File: src/design/cfp_pkg.sv
`default_nettype none
// ----------------------------------------------------------------------------
// cfp_pkg
// Types and constants shared by the clipmap footprint placer modules.
// ----------------------------------------------------------------------------
package cfp_pkg;

    localparam int MAX_LEVELS = 5;
    localparam int FRAC_BITS  = 8;

    localparam logic [2:0] REG_CELL_X  = 3'd0;
    localparam logic [2:0] REG_CELL_Y  = 3'd1;
    localparam logic [2:0] REG_SHIFT_X = 3'd2;
    localparam logic [2:0] REG_SHIFT_Y = 3'd3;
    localparam logic [2:0] REG_EXP     = 3'd4;
    localparam logic [2:0] REG_LEVELS  = 3'd5;

    typedef struct packed {
        logic signed [31:0] focus_x;
        logic signed [31:0] focus_y;
        logic [30:0]        view_distance;
    } in_item_t;

    typedef struct packed {
        logic               piece_kind;
        logic [2:0]         level_index;
        logic [3:0]         block_slot;
        logic signed [31:0] center_x;
        logic signed [31:0] center_y;
        logic [39:0]        width_x;
        logic [39:0]        width_y;
        logic [5:0]         block_count;
        logic               last;
    } out_item_t;

    // controller -> datapath
    typedef struct packed {
        logic       load;      // capture input item, start level 0
        logic       lvl_setup; // compute scaled cell sizes for current level
        logic       mod_start; // start floor modulo for both axes
        logic       snap;      // form snapped centres
        logic       cache_wr;  // write snapped centre into cache
        logic       ring_emit; // load output with ring block
        logic       int_emit;  // load output with interior block
        logic       next_lvl;
        logic [3:0] slot;
    } cmd_t;

    // datapath -> controller
    typedef struct packed {
        logic stop;      // this level is the final one
        logic same;      // snapped centre matches cache
        logic mod_done;
    } status_t;

    function automatic logic signed [1:0] lvl_off_x(input logic [3:0] i);
        case (i)
            4'd0, 4'd1, 4'd4, 4'd6, 4'd8, 4'd9: lvl_off_x = -2'sd1;
            default:                             lvl_off_x = 2'sd1;
        endcase
    endfunction

    function automatic logic signed [1:0] lvl_off_y(input logic [3:0] i);
        lvl_off_y = (i < 4'd6) ? 2'sd1 : -2'sd1;
    endfunction

    function automatic logic signed [2:0] blk_off_x(input logic [3:0] i);
        case (i)
            4'd0, 4'd4, 4'd6, 4'd8: blk_off_x = 3'sd1;
            4'd1, 4'd9:             blk_off_x = 3'sd3;
            4'd2, 4'd10:            blk_off_x = -3'sd3;
            default:                blk_off_x = -3'sd1;
        endcase
    endfunction

    function automatic logic signed [2:0] blk_off_y(input logic [3:0] i);
        case (i)
            4'd0, 4'd1, 4'd2, 4'd3: blk_off_y = -3'sd1;
            4'd4, 4'd5:             blk_off_y = -3'sd3;
            4'd6, 4'd7:             blk_off_y = 3'sd3;
            default:                blk_off_y = 3'sd1;
        endcase
    endfunction

    function automatic logic signed [31:0] sat32(input logic signed [43:0] v);
        if (v > 44'sd2147483647)       sat32 = 32'sh7fffffff;
        else if (v < -44'sd2147483648) sat32 = 32'sh80000000;
        else                           sat32 = v[31:0];
    endfunction

endpackage
`default_nettype wire

File: src/design/cfp_ctrl.sv
`default_nettype none
// ----------------------------------------------------------------------------
// cfp_ctrl
// Sequencer for the level walk and result emission.
// ----------------------------------------------------------------------------
module cfp_ctrl (
    input  wire logic            clk,
    input  wire logic            rst_n,
    input  wire logic            in_valid,
    output logic                 in_stall,
    output logic                 out_valid,
    input  wire logic            out_stall,
    input  wire cfp_pkg::status_t status,
    output cfp_pkg::cmd_t        cmd
);
    localparam logic [3:0] S_IDLE  = 4'd0;
    localparam logic [3:0] S_SETUP = 4'd1;
    localparam logic [3:0] S_MODST = 4'd2;
    localparam logic [3:0] S_MODW  = 4'd3;
    localparam logic [3:0] S_SNAP  = 4'd4;
    localparam logic [3:0] S_DEC   = 4'd5;
    localparam logic [3:0] S_RING  = 4'd6;
    localparam logic [3:0] S_RWAIT = 4'd7;
    localparam logic [3:0] S_IWAIT = 4'd8;
    localparam logic [3:0] S_MODW0 = 4'd9;

    logic [3:0] state_reg, state_next;
    logic [3:0] slot_reg, slot_next;
    logic       ov_reg, ov_next;
    logic       fire;

    assign fire = ov_reg && !out_stall;

    always_comb
    begin
        state_next = state_reg;
        slot_next  = slot_reg;
        ov_next    = fire ? 1'b0 : ov_reg;
        cmd        = '0;
        cmd.slot   = slot_reg;
        case (state_reg)
            S_IDLE:
                if (in_valid)
                begin
                    cmd.load   = 1'b1;
                    state_next = S_SETUP;
                end
            S_SETUP:
            begin
                cmd.lvl_setup = 1'b1;
                state_next    = S_MODST;
            end
            S_MODST:
            begin
                cmd.mod_start = 1'b1;
                state_next    = S_MODW0;
            end
            S_MODW0: state_next = S_MODW;
            S_MODW:
                if (status.mod_done)
                    state_next = S_SNAP;
            S_SNAP:
            begin
                cmd.snap   = 1'b1;
                state_next = S_DEC;
            end
            S_DEC:
                if (status.stop)
                begin
                    if (!ov_reg || fire)
                    begin
                        cmd.int_emit = 1'b1;
                        ov_next      = 1'b1;
                        state_next   = S_IWAIT;
                    end
                end
                else if (status.same)
                begin
                    cmd.next_lvl = 1'b1;
                    state_next   = S_SETUP;
                end
                else
                begin
                    cmd.cache_wr = 1'b1;
                    slot_next    = 4'd0;
                    state_next   = S_RING;
                end
            S_RING:
                if (!ov_reg || fire)
                begin
                    cmd.ring_emit = 1'b1;
                    ov_next       = 1'b1;
                    slot_next     = slot_reg + 4'd1;
                    if (slot_reg == 4'd11)
                        state_next = S_RWAIT;
                end
            S_RWAIT:
            begin
                cmd.next_lvl = 1'b1;
                state_next   = S_SETUP;
            end
            S_IWAIT:
                if (fire)
                    state_next = S_IDLE;
            default: state_next = S_IDLE;
        endcase
    end

    always_ff @(posedge clk or negedge rst_n)
    begin
        if (!rst_n)
        begin
            state_reg <= S_IDLE;
            slot_reg  <= 4'd0;
            ov_reg    <= 1'b0;
        end
        else
        begin
            state_reg <= state_next;
            slot_reg  <= slot_next;
            ov_reg    <= ov_next;
        end
    end

    assign in_stall  = (state_reg != S_IDLE);
    assign out_valid = ov_reg;
endmodule
`default_nettype wire

File: config.mk
export PLATFORM = sky130hd
export DESIGN_NAME = cfp_ctrl
export DESIGN_NICKNAME = d
export VERILOG_FILES = /design/src/design/cfp_pkg.sv /design/src/design/cfp_ctrl.sv
export SDC_FILE = /design/constraint.sdc
export NUM_CORES = 1
export LEC_CHECK = 0
export ABC_AREA = 1
export BUFFER_PORTS_ARGS = -buffer_cell sky130_fd_sc_hd__buf_2
export CAP_MARGIN = 0
export CORE_MARGIN = 2
export CORE_UTILIZATION = 50
export DETAILED_ROUTE_END_ITERATION = 6
export PLACE_DENSITY = 0.89
export SYNTH_ARGS = -nofsm -noshare
export SYNTH_HDL_FRONTEND = slang
export SYNTH_SLANG_ARGS = --single-unit
File: constraint.sdc
create_clock -name clk -period 2.8 [get_ports clk]
set_input_delay 0.14 -clock clk [delete_from_list [all_inputs] [get_ports clk]]
set_output_delay 0.14 -clock clk [all_outputs]
set_load 0.01 [all_outputs]
[Word level (Yosys, flattened, before mapping)]
Cells that the tools add are included.
Word-level totals
  bits in registers: 9
  latch bits: 0
  memory bits (writable): 0
  ROM bits: 0
  bits of input ports: 7
  output and inout bits: 14
  word-level logic and storage cells: 63
  memories: 0
Cells by class
  $add $sub $neg: 1
  $mul: 0
  div/mod/pow operators: 0
  order comparisons: 0
  eq/ne operators: 18
  shifts and indexed selects: 0
  multiplexer cells: 32
  bitwise logic cells: 0
  reductions and logical operators: 9
Operators with widths (count)
  4-bit two-way mux: 10
  4-bit case mux with 10 select lines: 1
  1-bit two-way mux: 17
  4-bit by 3-bit == test with 1-bit output (second input constant): 4
  2-bit != test (second input constant): 7
  4-bit == test (second input constant): 3
  4-bit by 2-bit == test with 1-bit output (second input constant): 2
  4-bit case mux with 2 select lines: 1
  6-bit AND reduction: 1
  4-bit by 1-bit adder with 4-bit output (second input constant): 1
  4-bit by 1-bit == test with 1-bit output (second input constant): 1
  4-bit zero test: 1
  1-bit case mux with 2 select lines: 2
  4-bit AND reduction: 1
  4-bit nonzero test: 1
  3-bit two-way mux: 1
  3-bit != test (second input constant): 1
  1-bit zero test: 2
  2-bit nonzero test: 1
  1-bit logical AND: 1
  1-bit logical OR: 1

[Logic depth before layout (Yosys ltp)]
  word-level depth: 6
  gate-level depth with buffers: 9
  depth with buffers taken out: 9

[Least setup slack after synthesis]
No wires, ideal clock.
  kind: register to register
  start point: register slot_reg[0]
  end point: register state_reg[0]
  setup time: 65 ps
  arrival: 1140 ps
  data required time: 2735 ps
  path slack: 1595 ps
  cell stages (with the launch flop): 8
  path buffers: 0
  period minus slack after synthesis: 1205 ps
  cell sequence: dfrtp_1 > ha_1 > nand3_1 > nand3_1 > nand2_1 > nor2_2 > nand3_1 > nand2_1
Between the ends
  word-level cells in the longest chain between the ends: 3
RTL lines
  start, declared: line cfp_ctrl.sv:28  | logic [3:0] slot_reg, slot_next;
  start signal, assigned: line cfp_ctrl.sv:120  | slot_reg <= slot_next;
  4-bit == test: line cfp_ctrl.sv:94  | if (slot_reg == 4'd11)
  2-bit != test (no source line)
  6-bit AND reduction (no source line)
  end signal, assigned: line cfp_ctrl.sv:119  | state_reg <= state_next;
  end, declared: line cfp_ctrl.sv:27  | logic [3:0] state_reg, state_next;
No other way between the ends.
A chain may end at the register's enable or synchronous reset.

==> results.yml <==
setup_path:
  cp_slowest_stage_delay_ns: 0.43
  crit_path_start: "state_reg[3]"
  crit_cells: 6
  cp_common_cell: "nand2_1"
  crit_path_max_fanout: 4
  worstRegToRegCells: 7
  cp-endpoint: "cmd[4]"
  r2r-end: "state_reg[3]"
  reg2reg_from: "slot_reg[0]"
  critPathArrivalTime_ns: 1.44
  crit_path_cell_trace: "inv_2 -> nand2_1 -> nor2_2 -> nand2_1 -> o21ai_0 -> buf_2"
  critPathKind: "reg2out"
  rrSetupSlack_ns: 1.46
  crit_buf_inv: 2
  cp.required_ns: 2.66
  critPathSlowestCell: "dfrtp_1"
  cp-end-kind: "output port"
  critPathLaunchType: "flip-flop"
  crit_family: "flip-flops"
hold_path:
  hp-class: "in2reg"
synthesis:
  synth.most_common_cell: "nand2_1"
  synthCells: 123
  synth_compound_area_share_pct: 3.77
  synth-seq-cells: 9
  syn_area_um2: 729
  synth_top_family_by_area: "simple AND/OR/NAND/NOR gates"
  avgSynthCellArea_um2: 5.93
  ys_types: 15
  synthFlopType: "dfrtp_1"
  netlist_top_cells_count: "41 x nand2_1, 20 x nor2_1, 18 x nand3_1, 12 x inv_1, 9 x dfrtp_1"
  synth_enable_flop_cells: 0
  synthesis.nets: 131
  synthXorXnorAreaFrac_pct: 2.40
  yosysSeqAreaShare_pct: 30.9
  synth_top_area_cell: "dfrtp_1"
  synth_fa_ha_area_share_pct: 1.72
  yosysTopAreaCellShare_pct: 30.9
  yosysWarnings: 0
  synthSimpleGateAreaFrac_pct: 51.5
  synthTopCellsByArea: "dfrtp_1 31%, nand2_1 21%, nand3_1 12%, nor2_1 10%, inv_1 6.2%"
  synth_mux_area_share_pct: 0
  async_flop_share_pct: 100
cts:
  clk_latency_ns: 0.27
  clock-sinks: 9
  cts.reportedPaths.clkPinSlew_ns: 0.06
  cts_tree: "yes"
  root_buffer: "clkbuf_4"
  ctsResizeCount: 0
  cts_buffer_depth: 2
  numCtsBuffers: 3
  htreeDepth: 1
sta:
  tns_ns: 0
  fin_skew_ns: 0.00436
  maxSlewViolCount: 0
  min_period_ns: 1.58
  min_period_over_period_pct: 56.4
  hold_viol_final: 0
  setup_violations: 0
  worst_pin_slew_ns: 0.298
  slew_headroom_pct: 80.1
  rsz0062_at_grt: "no"
  max_freq_ghz: 0.633
finish:
  layout-drive-gt1-share_pct: 27.0
  area_growth_pct: 21.3
  regArea_um2: 225
  diodes: 0
  multiInputGateArea_um2: 433
  nFillCells: 127
  num-nets-final: 157
global_route:
  antenna_found_initial: 0
  grt_use_total_pct: 20.6
  grt-ovfl-total: 0
  grt_pass1_wl_um: 2760
  grt_pass1_vias: 691
  busiest_layer: "met2"
  use_met2_pct: 33.5
  grt_max_degree: 10
  use_met3_pct: 4.74
  use_met1_pct: 23.8
power:
  p_leak_nw: 0.569
  power.density_mw_per_mm2: 932
  vdd_drop_max_mv: 0.435
  power_mw: 0.825
run_status:
  status: "finished clean"
floorplan:
  die_x_um: 42.2
  start_util_pct: 54.7
  io_pins: 21
  die_h_um: 42.2
  die_area_mm2: 0.00178
  core_region_area_mm2: 0.00133
  fp-row-count: 13
place:
  hpwl_um: 1420
  numPortBuffers: 20
  place.gp.congestion: 0.869
detailed_routing:
  ant_nets: 0
  drcViolationCount: 0
  drt_pass1_iterations: 4
  avgRoutedWirePerCell_um: 10.5
  drtIter0Drc: 10
  wl_um: 1720
  dr_total_vias: 827
  routed_via_density: 5.07
job:
  maxCapViolations: 0
## report_power, final
group          switching [mW]  internal, mW
combinational           0.313         0.172
sequential             0.0592         0.177
clock                  0.0486        0.0551
total                   0.420         0.404
## routing by layer
layer / vias up / part of all wire [%]
li1: 432 / -
met4: 0 / 3.6
met2: 20 / 48
met1: 368 / 44
met3: 7 / 4.3
met5: - / 0
## cell families after synthesis
kind of cell               count (synthesis)
and+or+nand+nor                           88
buffers and inverters                     19
DFF                                        9
AOI/OAI and AO/OA                          4
xor gates and xnor gates                   2
adders and majority gates                  1
## final cells by class
type	count	share of cell area, %
timing repair buffer	21	12.4
multi-input combinational	95	48.9
clock buffer	4	2.97
tap	15	2.12
inverter	19	8.06
sequential	9	25.5
## per-stage QoR
step / hold slack (ns) / worst slack, ns / utilization [%] / instance area [um2] / cells
6_report: 0.172 / 1.22 / 66.3 / 885 / 163
5_1_grt: 0.201 / 1.10 / 66.3 / 885 / 163
4_1_cts: 0.166 / 1.22 / 66.3 / 885 / 163
3_5_place_dp: 0.00205 / 1.48 / 63.6 / 848 / 158
3_3_place_gp: -0.000487 / 1.52 / 63.6 / 848 / 158
2_1_floorplan: -0.156 / 1.60 / - / 729 / 123
## placed cells by master (no fill, tap or decap), types with 2 or more instances in the layout
| cell | count |
|---|---|
| o21ai_2 | 2 |
| nor2_2 | 6 |
| dfrtp_1 | 9 |
| inv_2 | 6 |
| nor2_1 | 20 |
| inv_1 | 12 |
| buf_2 | 20 |
| nand2_2 | 3 |
| nand3_1 | 18 |
| clkbuf_4 | 3 |
| nand2_1 | 41 |
## how the worst min path moves through the flow
| stage | cells past startpoint | slack (ns) | end | from |
|---|---|---|---|---|
| floorplan | 0 | -0.16 | out_valid | rst_n |
| global placement | 1 | -0.0005 | slot_reg[3] | rst_n |
| detailed placement | 1 | 0.002 | out_valid | rst_n |
| CTS | 3 | 0.17 | out_valid | out_stall |
| global route | 3 | 0.20 | out_valid | out_stall |
| finish | 3 | 0.17 | out_valid | out_stall |
## repair_timing
action                    CTS  global route
setup buffers               0             0
hold endpoints to repair    9             0
hold buffers                1             0
## worst min-delay path: stages
cell and delay, ns:
buf_2 0.08, nand2_1 0.09, nand3_1 0.09
No activity file was read; power rests on OpenSTA's default activity.
